**config.mk**
```make
export PLATFORM = sky130hd
export DESIGN_NAME = glyph_cell_blitter_top_flat
export DESIGN_NICKNAME = d
export VERILOG_FILES = /design/src/sv/gcb_pkg.sv /design/src/sv/gcb_row_if.sv /design/src/sv/gcb_pix_if.sv /design/src/sv/gcb_front.sv /design/src/sv/gcb_queue.sv /design/src/sv/gcb_back.sv /design/src/sv/glyph_cell_blitter_top.sv /design/src/flat_wrapper.sv
export SDC_FILE = /design/constraint.sdc
export NUM_CORES = 2
export LEC_CHECK = 0
export BUFFER_PORTS_ARGS = -buffer_cell sky130_fd_sc_hd__buf_2
export CAP_MARGIN = 40
export CORE_ASPECT_RATIO = 0.5
export CORE_MARGIN = 5
export CORE_UTILIZATION = 40
export CTS_CLUSTER_DIAMETER = 40
export DETAILED_ROUTE_END_ITERATION = 7
export PLACE_DENSITY = 0.68
export RECOVER_POWER = 25
export SLEW_MARGIN = 40
export SYNTH_ARGS = -nofsm -noshare
export SYNTH_HDL_FRONTEND = slang
export SYNTH_SLANG_ARGS = --single-unit
```
**constraint.sdc**
```tcl
create_clock -name i_clk -period 13.8 [get_ports i_clk]
set_clock_uncertainty 0.15 [all_clocks]
set_input_delay 0.69 -clock i_clk [delete_from_list [all_inputs] [get_ports i_clk]]
set_output_delay 0.69 -clock i_clk [all_outputs]
set_load 0.01 [all_outputs]
```
**src/sv/gcb_pkg.sv**
```systemverilog
package gcb_pkg;

    localparam int MAX_CELL_DIM = 64;
    localparam int FB_ADDR_BITS = 25;
    localparam int QUEUE_DEPTH  = 4;
    localparam int CELL_BITS    = 7;
    localparam int SCREEN_BITS  = 13;
    localparam int STRIDE_BITS  = 14;
    localparam int GLYPH_BITS   = 64;
    localparam int PADDR_BITS   = 5;

    localparam logic [2:0] REG_CELL_COLS     = 3'd0;
    localparam logic [2:0] REG_CELL_ROWS     = 3'd1;
    localparam logic [2:0] REG_SCREEN_WIDTH  = 3'd2;
    localparam logic [2:0] REG_SCREEN_HEIGHT = 3'd3;
    localparam logic [2:0] REG_LINE_STRIDE   = 3'd4;

    localparam logic [CELL_BITS-1:0]   RST_CELL_COLS     = 7'd8;
    localparam logic [CELL_BITS-1:0]   RST_CELL_ROWS     = 7'd16;
    localparam logic [SCREEN_BITS-1:0] RST_SCREEN_WIDTH  = 13'd640;
    localparam logic [SCREEN_BITS-1:0] RST_SCREEN_HEIGHT = 13'd480;
    localparam logic [STRIDE_BITS-1:0] RST_LINE_STRIDE   = 14'd640;

    typedef struct packed {
        logic [CELL_BITS-1:0]   cell_cols;
        logic [CELL_BITS-1:0]   cell_rows;
        logic [SCREEN_BITS-1:0] screen_width;
        logic [SCREEN_BITS-1:0] screen_height;
        logic [STRIDE_BITS-1:0] line_stride;
    } t_cfg;

    // one visible row run, ready for the pixel stepper
    typedef struct packed {
        logic [7:0]            fg;
        logic [7:0]            bg;
        logic [CELL_BITS-1:0]  gw;
        logic                  gh_ok;
        logic [CELL_BITS-1:0]  last_x;
        logic [GLYPH_BITS-1:0] bits;
    } t_job;

    typedef struct packed {
        logic full;
        logic empty;
    } t_q_stat;

endpackage

```
**src/sv/gcb_row_if.sv**
```systemverilog
interface gcb_row_if;
    logic        valid;
    logic        ready;
    logic [9:0]  cell_col;
    logic [9:0]  cell_line;
    logic [7:0]  fore_color;
    logic [7:0]  back_color;
    logic        inverse;
    logic [6:0]  glyph_width;
    logic [6:0]  glyph_height;
    logic [5:0]  row_index;
    logic [63:0] row_bits;

    modport source (
        output valid, cell_col, cell_line, fore_color, back_color, inverse,
               glyph_width, glyph_height, row_index, row_bits,
        input  ready
    );
    modport sink (
        input  valid, cell_col, cell_line, fore_color, back_color, inverse,
               glyph_width, glyph_height, row_index, row_bits,
        output ready
    );
endinterface

```
**src/sv/gcb_pix_if.sv**
```systemverilog
interface gcb_pix_if #(
    parameter int ADDR_BITS = gcb_pkg::FB_ADDR_BITS
);
    logic                 valid;
    logic                 ready;
    logic [ADDR_BITS-1:0] pixel_address;
    logic [7:0]           pixel_value;
    logic                 last_pixel;

    modport source (
        output valid, pixel_address, pixel_value, last_pixel,
        input  ready
    );
    modport sink (
        input  valid, pixel_address, pixel_value, last_pixel,
        output ready
    );
endinterface

```
**src/sv/gcb_front.sv**
```systemverilog
module gcb_front #(
    parameter int MAX_DIM = gcb_pkg::MAX_CELL_DIM,
    parameter int AB      = gcb_pkg::FB_ADDR_BITS
) (
    input  logic                 i_clk,
    input  logic                 i_rst_n,
    gcb_row_if.sink              i_row,
    input  gcb_pkg::t_cfg        i_cfg,
    input  logic                 i_q_full,
    output logic                 o_push,
    output gcb_pkg::t_job        o_job,
    output logic [AB-1:0]        o_addr
);
    localparam int DW  = $clog2(MAX_DIM + 1);
    localparam int OXW = 10 + DW;
    localparam int PYW = 10 + DW + 1;
    localparam int SW  = gcb_pkg::SCREEN_BITS;
    localparam int PRW = PYW + gcb_pkg::STRIDE_BITS + 1;

    logic [DW-1:0]  cw, ch;
    logic [PYW-1:0] py;
    logic [OXW-1:0] ox;
    logic           s1_adv, s2_adv;

    logic                         r_s1_v;
    logic [PYW-1:0]               r_py;
    logic [OXW-1:0]               r_ox;
    logic [DW-1:0]                r_cw;
    logic                         r_skip;
    logic [7:0]                   r_fg, r_bg;
    logic [gcb_pkg::CELL_BITS-1:0] r_gw;
    logic                         r_gh_ok;
    logic [gcb_pkg::GLYPH_BITS-1:0] r_bits;

    logic                 r_s2_v;
    gcb_pkg::t_job        r_job;
    logic [AB-1:0]        r_addr;

    logic                 vis;
    logic [SW-1:0]        rem, cw_s, run;
    logic [PRW-1:0]       start;

    always_comb begin
        cw = (i_cfg.cell_cols > gcb_pkg::CELL_BITS'(MAX_DIM)) ? DW'(MAX_DIM)
                                                             : DW'(i_cfg.cell_cols);
        ch = (i_cfg.cell_rows > gcb_pkg::CELL_BITS'(MAX_DIM)) ? DW'(MAX_DIM)
                                                             : DW'(i_cfg.cell_rows);
        py = PYW'(i_row.cell_line) * PYW'(ch) + PYW'(i_row.row_index);
        ox = OXW'(i_row.cell_col) * OXW'(cw);
    end

    assign s2_adv      = !r_s2_v || !i_q_full;
    assign s1_adv      = !r_s1_v || s2_adv;
    assign i_row.ready = s1_adv;

    always_comb begin
        vis   = !r_skip && (r_py < PYW'(i_cfg.screen_height))
                && (r_ox < OXW'(i_cfg.screen_width));
        rem   = i_cfg.screen_width - SW'(r_ox);
        cw_s  = SW'(r_cw);
        run   = (rem < cw_s) ? rem : cw_s;
        start = PRW'(r_py) * PRW'(i_cfg.line_stride) + PRW'(r_ox);
    end

    always_ff @(posedge i_clk) begin
        if (!i_rst_n) begin
            r_s1_v <= 1'b0;
            r_s2_v <= 1'b0;
        end else begin
            if (s1_adv) begin
                r_s1_v <= i_row.valid;
            end
            if (s2_adv) begin
                r_s2_v <= r_s1_v && vis;
            end
        end
        if (s1_adv && i_row.valid) begin
            r_py    <= py;
            r_ox    <= ox;
            r_cw    <= cw;
            r_skip  <= (PYW'(i_row.row_index) >= PYW'(ch)) || (cw == '0);
            r_fg    <= i_row.inverse ? i_row.back_color : i_row.fore_color;
            r_bg    <= i_row.inverse ? i_row.fore_color : i_row.back_color;
            r_gw    <= i_row.glyph_width;
            r_gh_ok <= {1'b0, i_row.row_index} < i_row.glyph_height;
            r_bits  <= i_row.row_bits;
        end
        if (s2_adv && r_s1_v) begin
            r_job.fg     <= r_fg;
            r_job.bg     <= r_bg;
            r_job.gw     <= r_gw;
            r_job.gh_ok  <= r_gh_ok;
            r_job.last_x <= gcb_pkg::CELL_BITS'(run - SW'(1));
            r_job.bits   <= r_bits;
            r_addr       <= AB'(start);
        end
    end

    assign o_push = r_s2_v && !i_q_full;
    assign o_job  = r_job;
    assign o_addr = r_addr;

endmodule

```
**src/sv/gcb_queue.sv**
```systemverilog
module gcb_queue #(
    parameter int AB = gcb_pkg::FB_ADDR_BITS
) (
    input  logic              i_clk,
    input  logic              i_rst_n,
    input  logic              i_push,
    input  gcb_pkg::t_job     i_job,
    input  logic [AB-1:0]     i_addr,
    input  logic              i_pop,
    output gcb_pkg::t_job     o_job,
    output logic [AB-1:0]     o_addr,
    output gcb_pkg::t_q_stat  o_stat
);
    localparam int DEPTH = gcb_pkg::QUEUE_DEPTH;
    localparam int PW    = $clog2(DEPTH);
    localparam int CW    = $clog2(DEPTH + 1);

    gcb_pkg::t_job  r_job  [DEPTH];
    logic [AB-1:0]  r_addr [DEPTH];
    logic [PW-1:0]  r_wr, r_rd;
    logic [CW-1:0]  r_cnt;

    always_ff @(posedge i_clk) begin
        if (!i_rst_n) begin
            r_wr  <= '0;
            r_rd  <= '0;
            r_cnt <= '0;
        end else begin
            if (i_push) begin
                r_wr <= r_wr + PW'(1);
            end
            if (i_pop) begin
                r_rd <= r_rd + PW'(1);
            end
            r_cnt <= r_cnt + CW'(i_push) - CW'(i_pop);
        end
        if (i_push) begin
            r_job[r_wr]  <= i_job;
            r_addr[r_wr] <= i_addr;
        end
    end

    assign o_job        = r_job[r_rd];
    assign o_addr       = r_addr[r_rd];
    assign o_stat.full  = (r_cnt == CW'(DEPTH));
    assign o_stat.empty = (r_cnt == '0);

endmodule

```
**src/sv/gcb_back.sv**
```systemverilog
module gcb_back #(
    parameter int AB = gcb_pkg::FB_ADDR_BITS
) (
    input  logic              i_clk,
    input  logic              i_rst_n,
    input  gcb_pkg::t_job     i_job,
    input  logic [AB-1:0]     i_addr,
    input  gcb_pkg::t_q_stat  i_stat,
    output logic              o_pop,
    gcb_pix_if.source         o_pix
);
    localparam int XW = gcb_pkg::CELL_BITS;

    logic          r_busy;
    logic [XW-1:0] r_x;
    gcb_pkg::t_job r_job;
    logic [AB-1:0] r_addr;

    logic          r_ov;
    logic [AB-1:0] r_oaddr;
    logic [7:0]    r_oval;
    logic          r_olast;

    logic adv, emit, done, on;

    assign adv   = !r_ov || o_pix.ready;
    assign emit  = r_busy && adv;
    assign done  = emit && (r_x == r_job.last_x);
    assign o_pop = !i_stat.empty && (!r_busy || done);
    assign on    = r_job.gh_ok && (r_x < r_job.gw) && r_job.bits[gcb_pkg::GLYPH_BITS-1];

    always_ff @(posedge i_clk) begin
        if (!i_rst_n) begin
            r_busy <= 1'b0;
            r_ov   <= 1'b0;
        end else begin
            if (o_pop) begin
                r_busy <= 1'b1;
            end else if (done) begin
                r_busy <= 1'b0;
            end
            if (adv) begin
                r_ov <= emit;
            end
        end
        if (o_pop) begin
            r_job  <= i_job;
            r_addr <= i_addr;
            r_x    <= '0;
        end else if (emit) begin
            r_job.bits <= r_job.bits << 1;
            r_addr     <= r_addr + AB'(1);
            r_x        <= r_x + XW'(1);
        end
        if (emit) begin
            r_oaddr <= r_addr;
            r_oval  <= on ? r_job.fg : r_job.bg;
            r_olast <= (r_x == r_job.last_x);
        end
    end

    assign o_pix.valid         = r_ov;
    assign o_pix.pixel_address = r_oaddr;
    assign o_pix.pixel_value   = r_oval;
    assign o_pix.last_pixel    = r_olast;

endmodule

```
**src/sv/glyph_cell_blitter_top.sv**
```systemverilog
// Glyph cell blitter: draws one pixel row of a character cell per input item.
// i_row (valid/ready) takes a row item: cell position, colors, inverse flag,
// glyph size, row index and 64 glyph bits, MSB first. o_pix (valid/ready)
// gives one framebuffer write per visible pixel, left to right, with
// last_pixel on the final write of the row. Rows that are off screen,
// beyond the cell height or fully clipped give no write at all.
// Cell size, screen size and line stride are set over the APB port
// (byte addresses 0, 4, 8, 12, 16); write them only while the block is idle.
// An item passes the front pipeline, the queue and the stepper job register
// before the output register raises o_pix.valid. Throughput: one pixel per
// cycle from the pixel stepper while o_pix.ready is high; it takes the next
// queued row as it ends one. Items that give no write never reach the queue.
// A 4-entry queue parts the front pipeline from the stepper; a stalled
// receiver holds the output register and backs up the queue, then i_row.
// Reset is synchronous: all items in flight are dropped and the registers
// return to 8x16 cells on a 640x480 screen with stride 640.
module glyph_cell_blitter_top #(
    parameter int MAX_CELL_DIM = gcb_pkg::MAX_CELL_DIM,
    parameter int FB_ADDR_BITS = gcb_pkg::FB_ADDR_BITS
) (
    input  logic                          i_clk,
    input  logic                          i_rst_n,
    gcb_row_if.sink                       i_row,
    gcb_pix_if.source                     o_pix,
    input  logic                          i_psel,
    input  logic                          i_penable,
    input  logic                          i_pwrite,
    input  logic [gcb_pkg::PADDR_BITS-1:0] i_paddr,
    input  logic [31:0]                   i_pwdata,
    output logic [31:0]                   o_prdata,
    output logic                          o_pready
);
    gcb_pkg::t_cfg    r_cfg;
    gcb_pkg::t_job    f_job, q_job;
    gcb_pkg::t_q_stat q_stat;
    logic [FB_ADDR_BITS-1:0] f_addr, q_addr;
    logic             q_push, q_pop, cfg_wr;
    logic [2:0]       reg_idx;

    assign o_pready = 1'b1;
    assign reg_idx  = i_paddr[4:2];
    assign cfg_wr   = i_psel && i_penable && i_pwrite;

    always_ff @(posedge i_clk) begin
        if (!i_rst_n) begin
            r_cfg.cell_cols     <= gcb_pkg::RST_CELL_COLS;
            r_cfg.cell_rows     <= gcb_pkg::RST_CELL_ROWS;
            r_cfg.screen_width  <= gcb_pkg::RST_SCREEN_WIDTH;
            r_cfg.screen_height <= gcb_pkg::RST_SCREEN_HEIGHT;
            r_cfg.line_stride   <= gcb_pkg::RST_LINE_STRIDE;
        end else if (cfg_wr) begin
            case (reg_idx)
                gcb_pkg::REG_CELL_COLS:     r_cfg.cell_cols     <= i_pwdata[6:0];
                gcb_pkg::REG_CELL_ROWS:     r_cfg.cell_rows     <= i_pwdata[6:0];
                gcb_pkg::REG_SCREEN_WIDTH:  r_cfg.screen_width  <= i_pwdata[12:0];
                gcb_pkg::REG_SCREEN_HEIGHT: r_cfg.screen_height <= i_pwdata[12:0];
                gcb_pkg::REG_LINE_STRIDE:   r_cfg.line_stride   <= i_pwdata[13:0];
                default: ;
            endcase
        end
    end

    always_comb begin
        case (reg_idx)
            gcb_pkg::REG_CELL_COLS:     o_prdata = 32'(r_cfg.cell_cols);
            gcb_pkg::REG_CELL_ROWS:     o_prdata = 32'(r_cfg.cell_rows);
            gcb_pkg::REG_SCREEN_WIDTH:  o_prdata = 32'(r_cfg.screen_width);
            gcb_pkg::REG_SCREEN_HEIGHT: o_prdata = 32'(r_cfg.screen_height);
            gcb_pkg::REG_LINE_STRIDE:   o_prdata = 32'(r_cfg.line_stride);
            default:                    o_prdata = '0;
        endcase
    end

    gcb_front #(
        .MAX_DIM (MAX_CELL_DIM),
        .AB      (FB_ADDR_BITS)
    ) u_front (
        .i_clk    (i_clk),
        .i_rst_n  (i_rst_n),
        .i_row    (i_row),
        .i_cfg    (r_cfg),
        .i_q_full (q_stat.full),
        .o_push   (q_push),
        .o_job    (f_job),
        .o_addr   (f_addr)
    );

    gcb_queue #(
        .AB (FB_ADDR_BITS)
    ) u_queue (
        .i_clk   (i_clk),
        .i_rst_n (i_rst_n),
        .i_push  (q_push),
        .i_job   (f_job),
        .i_addr  (f_addr),
        .i_pop   (q_pop),
        .o_job   (q_job),
        .o_addr  (q_addr),
        .o_stat  (q_stat)
    );

    gcb_back #(
        .AB (FB_ADDR_BITS)
    ) u_back (
        .i_clk   (i_clk),
        .i_rst_n (i_rst_n),
        .i_job   (q_job),
        .i_addr  (q_addr),
        .i_stat  (q_stat),
        .o_pop   (q_pop),
        .o_pix   (o_pix)
    );

    a_no_overflow: assert property (@(posedge i_clk) disable iff (!i_rst_n)
        q_push |-> !q_stat.full)
        else $error("queue push while full");

    a_no_underflow: assert property (@(posedge i_clk) disable iff (!i_rst_n)
        q_pop |-> !q_stat.empty)
        else $error("queue pop while empty");

    a_cfg_write: assert property (@(posedge i_clk) disable iff (!i_rst_n)
        (cfg_wr && reg_idx == gcb_pkg::REG_LINE_STRIDE)
        |=> r_cfg.line_stride == $past(i_pwdata[13:0]))
        else $error("line stride write lost");

endmodule
```
**src/flat_wrapper.sv**
```systemverilog
// flat-port wrapper written by rule: the top's interface ports become plain ports
module glyph_cell_blitter_top_flat 
#(
    parameter int MAX_CELL_DIM = gcb_pkg::MAX_CELL_DIM,
    parameter int FB_ADDR_BITS = gcb_pkg::FB_ADDR_BITS
)
  (i_clk, i_rst_n, i_psel, i_penable, i_pwrite, i_paddr, i_pwdata, o_prdata, o_pready, i_row_valid, i_row_cell_col, i_row_cell_line, i_row_fore_color, i_row_back_color, i_row_inverse, i_row_glyph_width, i_row_glyph_height, i_row_row_index, i_row_row_bits, i_row_ready, o_pix_valid, o_pix_pixel_address, o_pix_pixel_value, o_pix_last_pixel, o_pix_ready);
  gcb_row_if i_row_i ();
  gcb_pix_if o_pix_i ();
  input  logic i_clk;
  input  logic i_rst_n;
  input  logic i_psel;
  input  logic i_penable;
  input  logic i_pwrite;
  input  logic [gcb_pkg::PADDR_BITS-1:0] i_paddr;
  input  logic [31:0] i_pwdata;
  output logic [31:0] o_prdata;
  output logic o_pready;
  input wire logic [$bits(i_row_i.valid)-1:0] i_row_valid;
  input wire logic [$bits(i_row_i.cell_col)-1:0] i_row_cell_col;
  input wire logic [$bits(i_row_i.cell_line)-1:0] i_row_cell_line;
  input wire logic [$bits(i_row_i.fore_color)-1:0] i_row_fore_color;
  input wire logic [$bits(i_row_i.back_color)-1:0] i_row_back_color;
  input wire logic [$bits(i_row_i.inverse)-1:0] i_row_inverse;
  input wire logic [$bits(i_row_i.glyph_width)-1:0] i_row_glyph_width;
  input wire logic [$bits(i_row_i.glyph_height)-1:0] i_row_glyph_height;
  input wire logic [$bits(i_row_i.row_index)-1:0] i_row_row_index;
  input wire logic [$bits(i_row_i.row_bits)-1:0] i_row_row_bits;
  output wire logic [$bits(i_row_i.ready)-1:0] i_row_ready;
  output wire logic [$bits(o_pix_i.valid)-1:0] o_pix_valid;
  output wire logic [$bits(o_pix_i.pixel_address)-1:0] o_pix_pixel_address;
  output wire logic [$bits(o_pix_i.pixel_value)-1:0] o_pix_pixel_value;
  output wire logic [$bits(o_pix_i.last_pixel)-1:0] o_pix_last_pixel;
  input wire logic [$bits(o_pix_i.ready)-1:0] o_pix_ready;
  assign i_row_i.valid = i_row_valid;
  assign i_row_i.cell_col = i_row_cell_col;
  assign i_row_i.cell_line = i_row_cell_line;
  assign i_row_i.fore_color = i_row_fore_color;
  assign i_row_i.back_color = i_row_back_color;
  assign i_row_i.inverse = i_row_inverse;
  assign i_row_i.glyph_width = i_row_glyph_width;
  assign i_row_i.glyph_height = i_row_glyph_height;
  assign i_row_i.row_index = i_row_row_index;
  assign i_row_i.row_bits = i_row_row_bits;
  assign i_row_ready = i_row_i.ready;
  assign o_pix_valid = o_pix_i.valid;
  assign o_pix_pixel_address = o_pix_i.pixel_address;
  assign o_pix_pixel_value = o_pix_i.pixel_value;
  assign o_pix_last_pixel = o_pix_i.last_pixel;
  assign o_pix_i.ready = o_pix_ready;
  glyph_cell_blitter_top #(.MAX_CELL_DIM(MAX_CELL_DIM), .FB_ADDR_BITS(FB_ADDR_BITS)) u_core (.i_clk(i_clk), .i_rst_n(i_rst_n), .i_row(i_row_i), .o_pix(o_pix_i), .i_psel(i_psel), .i_penable(i_penable), .i_pwrite(i_pwrite), .i_paddr(i_paddr), .i_pwdata(i_pwdata), .o_prdata(o_prdata), .o_pready(o_pready));
endmodule
```
# Word level (Yosys, flattened, before mapping)
# Memory sizes are Yosys's and may differ from the RTL's. A register that Yosys moved wholly into a read port is not among the register bits.
# Index checks and enable logic that the tools add are counted.
dict set report totals {
  register_bits 477
  mem_bits_rw 480
  in_bits 165
  out_inout_bits 69
  elab_cells 122
  memories 2
}
# memory depth word_bits read_ports rd_clocked_by_memory_dff write_ports line_no
set memory_table {}
lappend memory_table {u_core.u_queue.r_job 4 95 1 1 1 gcb_queue.sv:18} ;# gcb_pkg::t_job r_job [DEPTH];
lappend memory_table {u_core.u_queue.r_addr 4 25 1 1 1 gcb_queue.sv:19} ;# logic [AB-1:0] r_addr [DEPTH];
dict set report classes {
  addsub 10
  multipliers 3
  n_lt_le_gt_ge 8
  n_eq_ne 6
  muxes 19
  reduce_logical 35
}
# cell count
set op_table {}
lappend op_table {{$mux 64} 2}
lappend op_table {{$pmux 14 s5} 1}
lappend op_table {{$mux 25} 2}
lappend op_table {{$mul 10x7->17} 2}
lappend op_table {{$add 25x1->25 const B} 1}
lappend op_table {{$add 25x17->25} 1}
lappend op_table {{$mul 18x14->25} 1}
lappend op_table {{$mux 8} 3}
lappend op_table {{$mux 7} 3}
lappend op_table {{$add 17x6->18} 1}
lappend op_table {{$lt 18x13->1} 1}
lappend op_table {{$lt 17x13->1} 1}
lappend op_table {{$gt 7x7->1 const B} 2}
lappend op_table {{$logic_and 1x1->1} 13}
lappend op_table {{$lt 13x7->1} 1}
lappend op_table {{$sub 13x13->13} 1}
lappend op_table {{$reduce_and 2->1} 5}
lappend op_table {{$mux 2} 4}
lappend op_table {{$add 7x1->7 const B} 1}
lappend op_table {{$eq 7x7->1} 1}
lappend op_table {{$ge 6x7->1} 1}
lappend op_table {{$logic_not 1->1} 7}
lappend op_table {{$logic_not 7->1} 1}
lappend op_table {{$lt 6x7->1} 1}
lappend op_table {{other kinds (12)} 24}

# Logic depth before layout (Yosys ltp)
dict set report logic_depth {
  ltp_word 8
  depth_mapped 22
  ltp_nobuf 21
}

# By module
# From an unflattened synthesis, not the netlist that was laid out.
dict set report unflattened {
  hier_cells 3317
  area_unflattened_um2 49221.0
}
# mod n_inst cells_per_inst area_each_um2 seq_area_each_um2
set modules_own_cells {}
lappend modules_own_cells {gcb_front 1 1934 21943.5 7577.3}
lappend modules_own_cells {gcb_queue 1 669 17750.8 14594.0}
lappend modules_own_cells {gcb_back 1 431 6839.1 4804.6}
lappend modules_own_cells {glyph_cell_blitter_top 1 283 2687.6 1081.0}

# Worst setup path before layout
# Ideal clock, no wire load.
dict set report synth_path {
  path_kind {reg2reg}
  start {register u_core.u_queue.r_cnt[1]}
  end {register u_core.u_back.r_addr[0], enable pin}
  setup_ns 0.659
  t_arrival_ns 6.729
  required_time_ns 12.991
  setup_slack_ns 6.262
  stages_incl_launch_ff 3
  n_path_buf 0
  synth_period_minus_slack_ns 7.538
  path_cell_list {dfxtp_1 nor3_1 o21ai_0}
}
dict set report synth_via {
  elab_chain_len 4
}
# item line_no
set synth_lines {}
lappend synth_lines {{start: declaration} gcb_queue.sv:21} ;# logic [CW-1:0] r_cnt;
lappend synth_lines {{start signal: assignment} gcb_queue.sv:35} ;# r_cnt <= r_cnt + CW'(i_push) - CW'(i_pop);
lappend synth_lines {{$logic_not 3->1} gcb_queue.sv:46} ;# assign o_stat.empty = (r_cnt == '0);
lappend synth_lines {{$logic_not 1->1} gcb_back.sv:29} ;# assign o_pop = !i_stat.empty && (!r_busy || done);
lappend synth_lines {{$logic_and 1x1->1} gcb_back.sv:29}
lappend synth_lines {{$reduce_bool 2->1 (no source line)} --}
lappend synth_lines {{end signal: assignment} gcb_back.sv:48} ;# r_addr <= i_addr;
lappend synth_lines {{end signal: assignment} gcb_back.sv:52} ;# r_addr <= r_addr + AB'(1);
lappend synth_lines {{end: declaration} gcb_back.sv:17} ;# logic [AB-1:0] r_addr;
# No other way between the ends.
# A chain may end at the register's enable or synchronous reset.

# Final worst setup path
dict set report layout_path {
  start {register u_core.u_front.r_py[8]}
  end {register u_core.u_front.r_addr[24] (netlist: u_core.u_front.o_addr[24]) (data pin)}
}
dict set report layout_via {
  elab_chain_len 2
}
# item line_no
set layout_lines {}
lappend layout_lines {{start: declaration} gcb_front.sv:26} ;# logic [PYW-1:0] r_py;
lappend layout_lines {{start signal: assignment} gcb_front.sv:78} ;# r_py <= py;
lappend layout_lines {{$mul 18x14->25} gcb_front.sv:62} ;# start = PRW'(r_py) * PRW'(i_cfg.line_stride) + PRW'(r_ox);
lappend layout_lines {{$add 25x17->25} gcb_front.sv:62}
lappend layout_lines {{via u_core.u_front.start[24]} gcb_front.sv:41} ;# logic [PRW-1:0] start;
lappend layout_lines {{end signal: assignment} gcb_front.sv:95} ;# r_addr <= AB'(start);
lappend layout_lines {{end: declaration} gcb_front.sv:37} ;# logic [AB-1:0] r_addr;
# The timed path passes the listed nets, and every way through them passes these cells.

==> metrics.txt <==
RSZ-0062 raised after global routing false; worst min path class input pin to register; Worst EP arrival between 6 and 7 ns; Reg clk slew, reported paths 0.06 ns; Place WS 7.26 ns; routed vias 26500; Die W between 500 and 600 µm; Area Growth Syn to Fin 13.2%; Worst-Skew Late Latency 0.70 ns; Clock power frac 31.3%; combinational power share a little over a fifth; Post-synth EDFFs 885; share of cells above drive strength 1 about 16%; Slew Limit Headroom approximately two fifths; P_int 0.00589 W; via/cell ratio 5.04; Seq/Total Area, Yosys between 50% and 60%; Slew Limit Fails 0; boundary pin count 234; CTS max path bufs 3; Required @ worst endpoint 14.10 ns; Final HPWL DP around 68000 µm; largest net degree at the start of global routing 60; PortBufs 194; PnR worst setup slack just over 7 ns; final core utilization a little under half; Buf+Inv Stages, Crit Path 4; Leak Pwr 21.0 nW; full die area 129000 µm²; Initial Utilization between 40% and 50%; crit-path cells and2_1, fa_1, inv_1, fa_1, inv_1, fa_1, inv_1, fa_1, inv_1, fa_1, fa_1, ha_1, and3_1, a221o_1, o2111ai_2, a21o_1, a211oi_1, or4_1, o311ai_1; Unique masters post-synth 69; Iter 0 DRT Violations 1687; total grt overflow 0; slew at the pin closest to its max-slew limit about 0.87 ns; layout net count 4227; Final Setup Violations 0; clk sinks 959; routed wire length per instance 19.2 µm; switch share roughly 28%; first-pass GRT wire length roughly 160000 µm; ys flop type edfxtp_1; vias in the first global route about 28000; asr flop ratio synth 0%; Pwr Density 148 nW/µm²; WS Path Type register to register; DR pass1 iterations 7; number of synthesized register bits 959; DRT Wirelength 101000 µm; syn avg cell area 14.6 µm²; filler instances 10400; max cap viols 0; Die H 257 µm; fin crit share 47.5%; core area about 120000 µm²; DRC Markers 0; Post-CTS Resized 0; CP peak stage delay 0.67 ns; CTS tree yes; Flop pwr share 47.9%; CP max-delay cell edfxtp_1; cts bufs inserted 94; Fmax 152 MHz; Psw about 0.0022 W; RePlAce Congestion 0.825; FP Rows 90; Synth area leader edfxtp_1; synth cell count leaders edfxtp_1 (885), inv_1 (353), nand2_1 (302); Synth Warn # 0; Sum Neg Setup Slack 0 ns; Post-Syn Area slightly below 50000 µm²; Final Hold Fails 0; Top cell by count, worst path fa_1; crit path launch type register; top-area cell type share of the netlist area ~55%; Routed Antenna Nets 0; most frequent cell after synthesis edfxtp_1; ranking of synthesized cells by area edfxtp_1 (55%), fa_1 (11%), mux4_2 (5.6%); worst IR drop on VDD approximately 0.00014 V; antenna violations before repair 11; status finished clean; H-tree depth 3; synthesized netlist cell count 3328; CP top delay family adder cells; Worst Setup End Kind register; Root Buffer clkbuf_16; GRT Total Usage 15.8%; critical-path maximum fanout 15; min Tclk post-route 6.56 ns
-- cells in the final DEF, fill, tap and decap left out, drive strengths merged, types with 5 or more instances in the layout --
| cell type | count |
|---|---|
| and3 | 10 |
| nor2 | 107 |
| fa | 273 |
| mux4 | 120 |
| xor2 | 43 |
| buf | 205 |
| xnor2 | 69 |
| clkinvlp | 6 |
| clkinv | 43 |
| nor2b | 27 |
| nand3 | 22 |
| dfxtp | 74 |
| o22ai | 7 |
| nor3 | 15 |
| nand2b | 13 |
| edfxtp | 885 |
| bufinv | 5 |
| mux2 | 88 |
| a211oi | 7 |
| nand4 | 11 |
| mux2i | 39 |
| a21oi | 123 |
| o211ai | 10 |
| ha | 214 |
| o21ai | 36 |
| nand3b | 5 |
| nand2 | 302 |
| o21a | 11 |
| and2 | 223 |
| a21boi | 7 |
| clkbuf | 126 |
| a31oi | 6 |
| or2 | 7 |
| conb | 19 |
| a21o | 35 |
| inv | 362 |
| dlygate4sd3 | 54 |
-- path summary, 6_finish.rpt --
path	depth (start not counted)	to	from	slack, ns
max reg2reg	19	u_core.u_front.o_addr[24]$_DFFE_PP_	u_core.u_front.r_py[8]$_DFFE_PP_	7.24
min	1	u_core.u_front.r_bits[32]$_DFFE_PP_	i_row_row_bits[32]	0.07
min reg2reg	0	u_core.u_front.o_job[17]$_DFFE_PP_	u_core.u_front.r_bits[17]$_DFFE_PP_	0.27
max	19	u_core.u_front.o_addr[24]$_DFFE_PP_	u_core.u_front.r_py[8]$_DFFE_PP_	7.24
-- flip-flops by register name, summed over array words and instances (netlist names), 2 cells and up, named ones only --
name and cells:
u_core.u_queue.r_job 380, u_core.u_queue.r_addr 100, u_core.u_back.r_job 95, u_core.u_front.o_job 95
u_core.u_front.r_bits 64, u_core.r_cfg 54, u_core.u_back.o_pix.pixel_address 25, u_core.u_back.r_addr 25
u_core.u_front.o_addr 25, u_core.u_front.r_py 18, u_core.u_front.r_ox 17, u_core.u_back.o_pix.pixel_value 8
u_core.u_front.r_bg 8, u_core.u_front.r_fg 8, u_core.u_back.r_x 7, u_core.u_front.r_cw 7
u_core.u_front.r_gw 7, u_core.u_queue.r_cnt 3, u_core.u_queue.r_rd 2, u_core.u_queue.r_wr 2
-- power by group through the flow --
stage | registers, W | clock network [W] | logic [W]
detailed placement | 0.00395 | 0 | 0.00170
floorplan | 0.00388 | 0 | 0.00130
global placement | 0.00397 | 0 | 0.00163
global route | 0.00393 | 0.00274 | 0.00188
CTS | 0.00390 | 0.00261 | 0.00173
finish | 0.00389 | 0.00254 | 0.00169
-- layout make-up --
type / count / area, µm² / area share, %
flip-flops and latches: 959 / 28100 / 51.0
multi-input cells: 1891 / 18700 / 34.0
clock buffers: 110 / 2490 / 4.51
well taps: 1610 / 2010 / 3.66
repair buffers: 275 / 1770 / 3.21
inverters: 354 / 1340 / 2.43
clock inverters: 62 / 674 / 1.22
diodes: 3 / 7.51 / 0.0136
-- what timing repair did --
item | 4_1_cts | 5_1_grt
buffers inserted | 0 | 0
hold endpoints to repair | 54 | 0
hold buffers | 54 | 0
-- cell families after synthesis --
family | after synthesis | synth area share (%)
xor gates and xnor gates | 112 | 2.02
AOI/OAI and AO/OA | 272 | 3.45
muxes | 247 | 8.46
DFF | 959 | 57.7
buffers and inverters | 495 | 4.06
adders and majority gates | 487 | 16.7
and+or+nand+nor | 754 | 7.55
other | 2 | 0.0154
-- metrics by stage --
step / cells / total power, W / area (µm²) / hold WS [ns]
after global placement: 5031 / 0.00559 / 51200 / 0.250
after global routing: 5261 / 0.00854 / 55100 / 0.0108
final: 5264 / 0.00813 / 55100 / 0.0736
after floorplan: 3345 / 0.00519 / 48700 / 0.250
after detailed placement: 5035 / 0.00566 / 51400 / 0.255
after CTS: 5261 / 0.00823 / 55100 / 0.00108
-- metal layers --
metal  track usage (%)  part of all wire (%)  wire (µm)  up-vias
li1                  -                     -          -    12100
met1              20.8                    43      43400    13600
met2              27.0                    49      49900      638
met3              2.68                   4.9       4890      158
met4              4.62                   2.7       2710        6
met5                 0                 0.042         42        -
(Power assumes the default switching activity.)
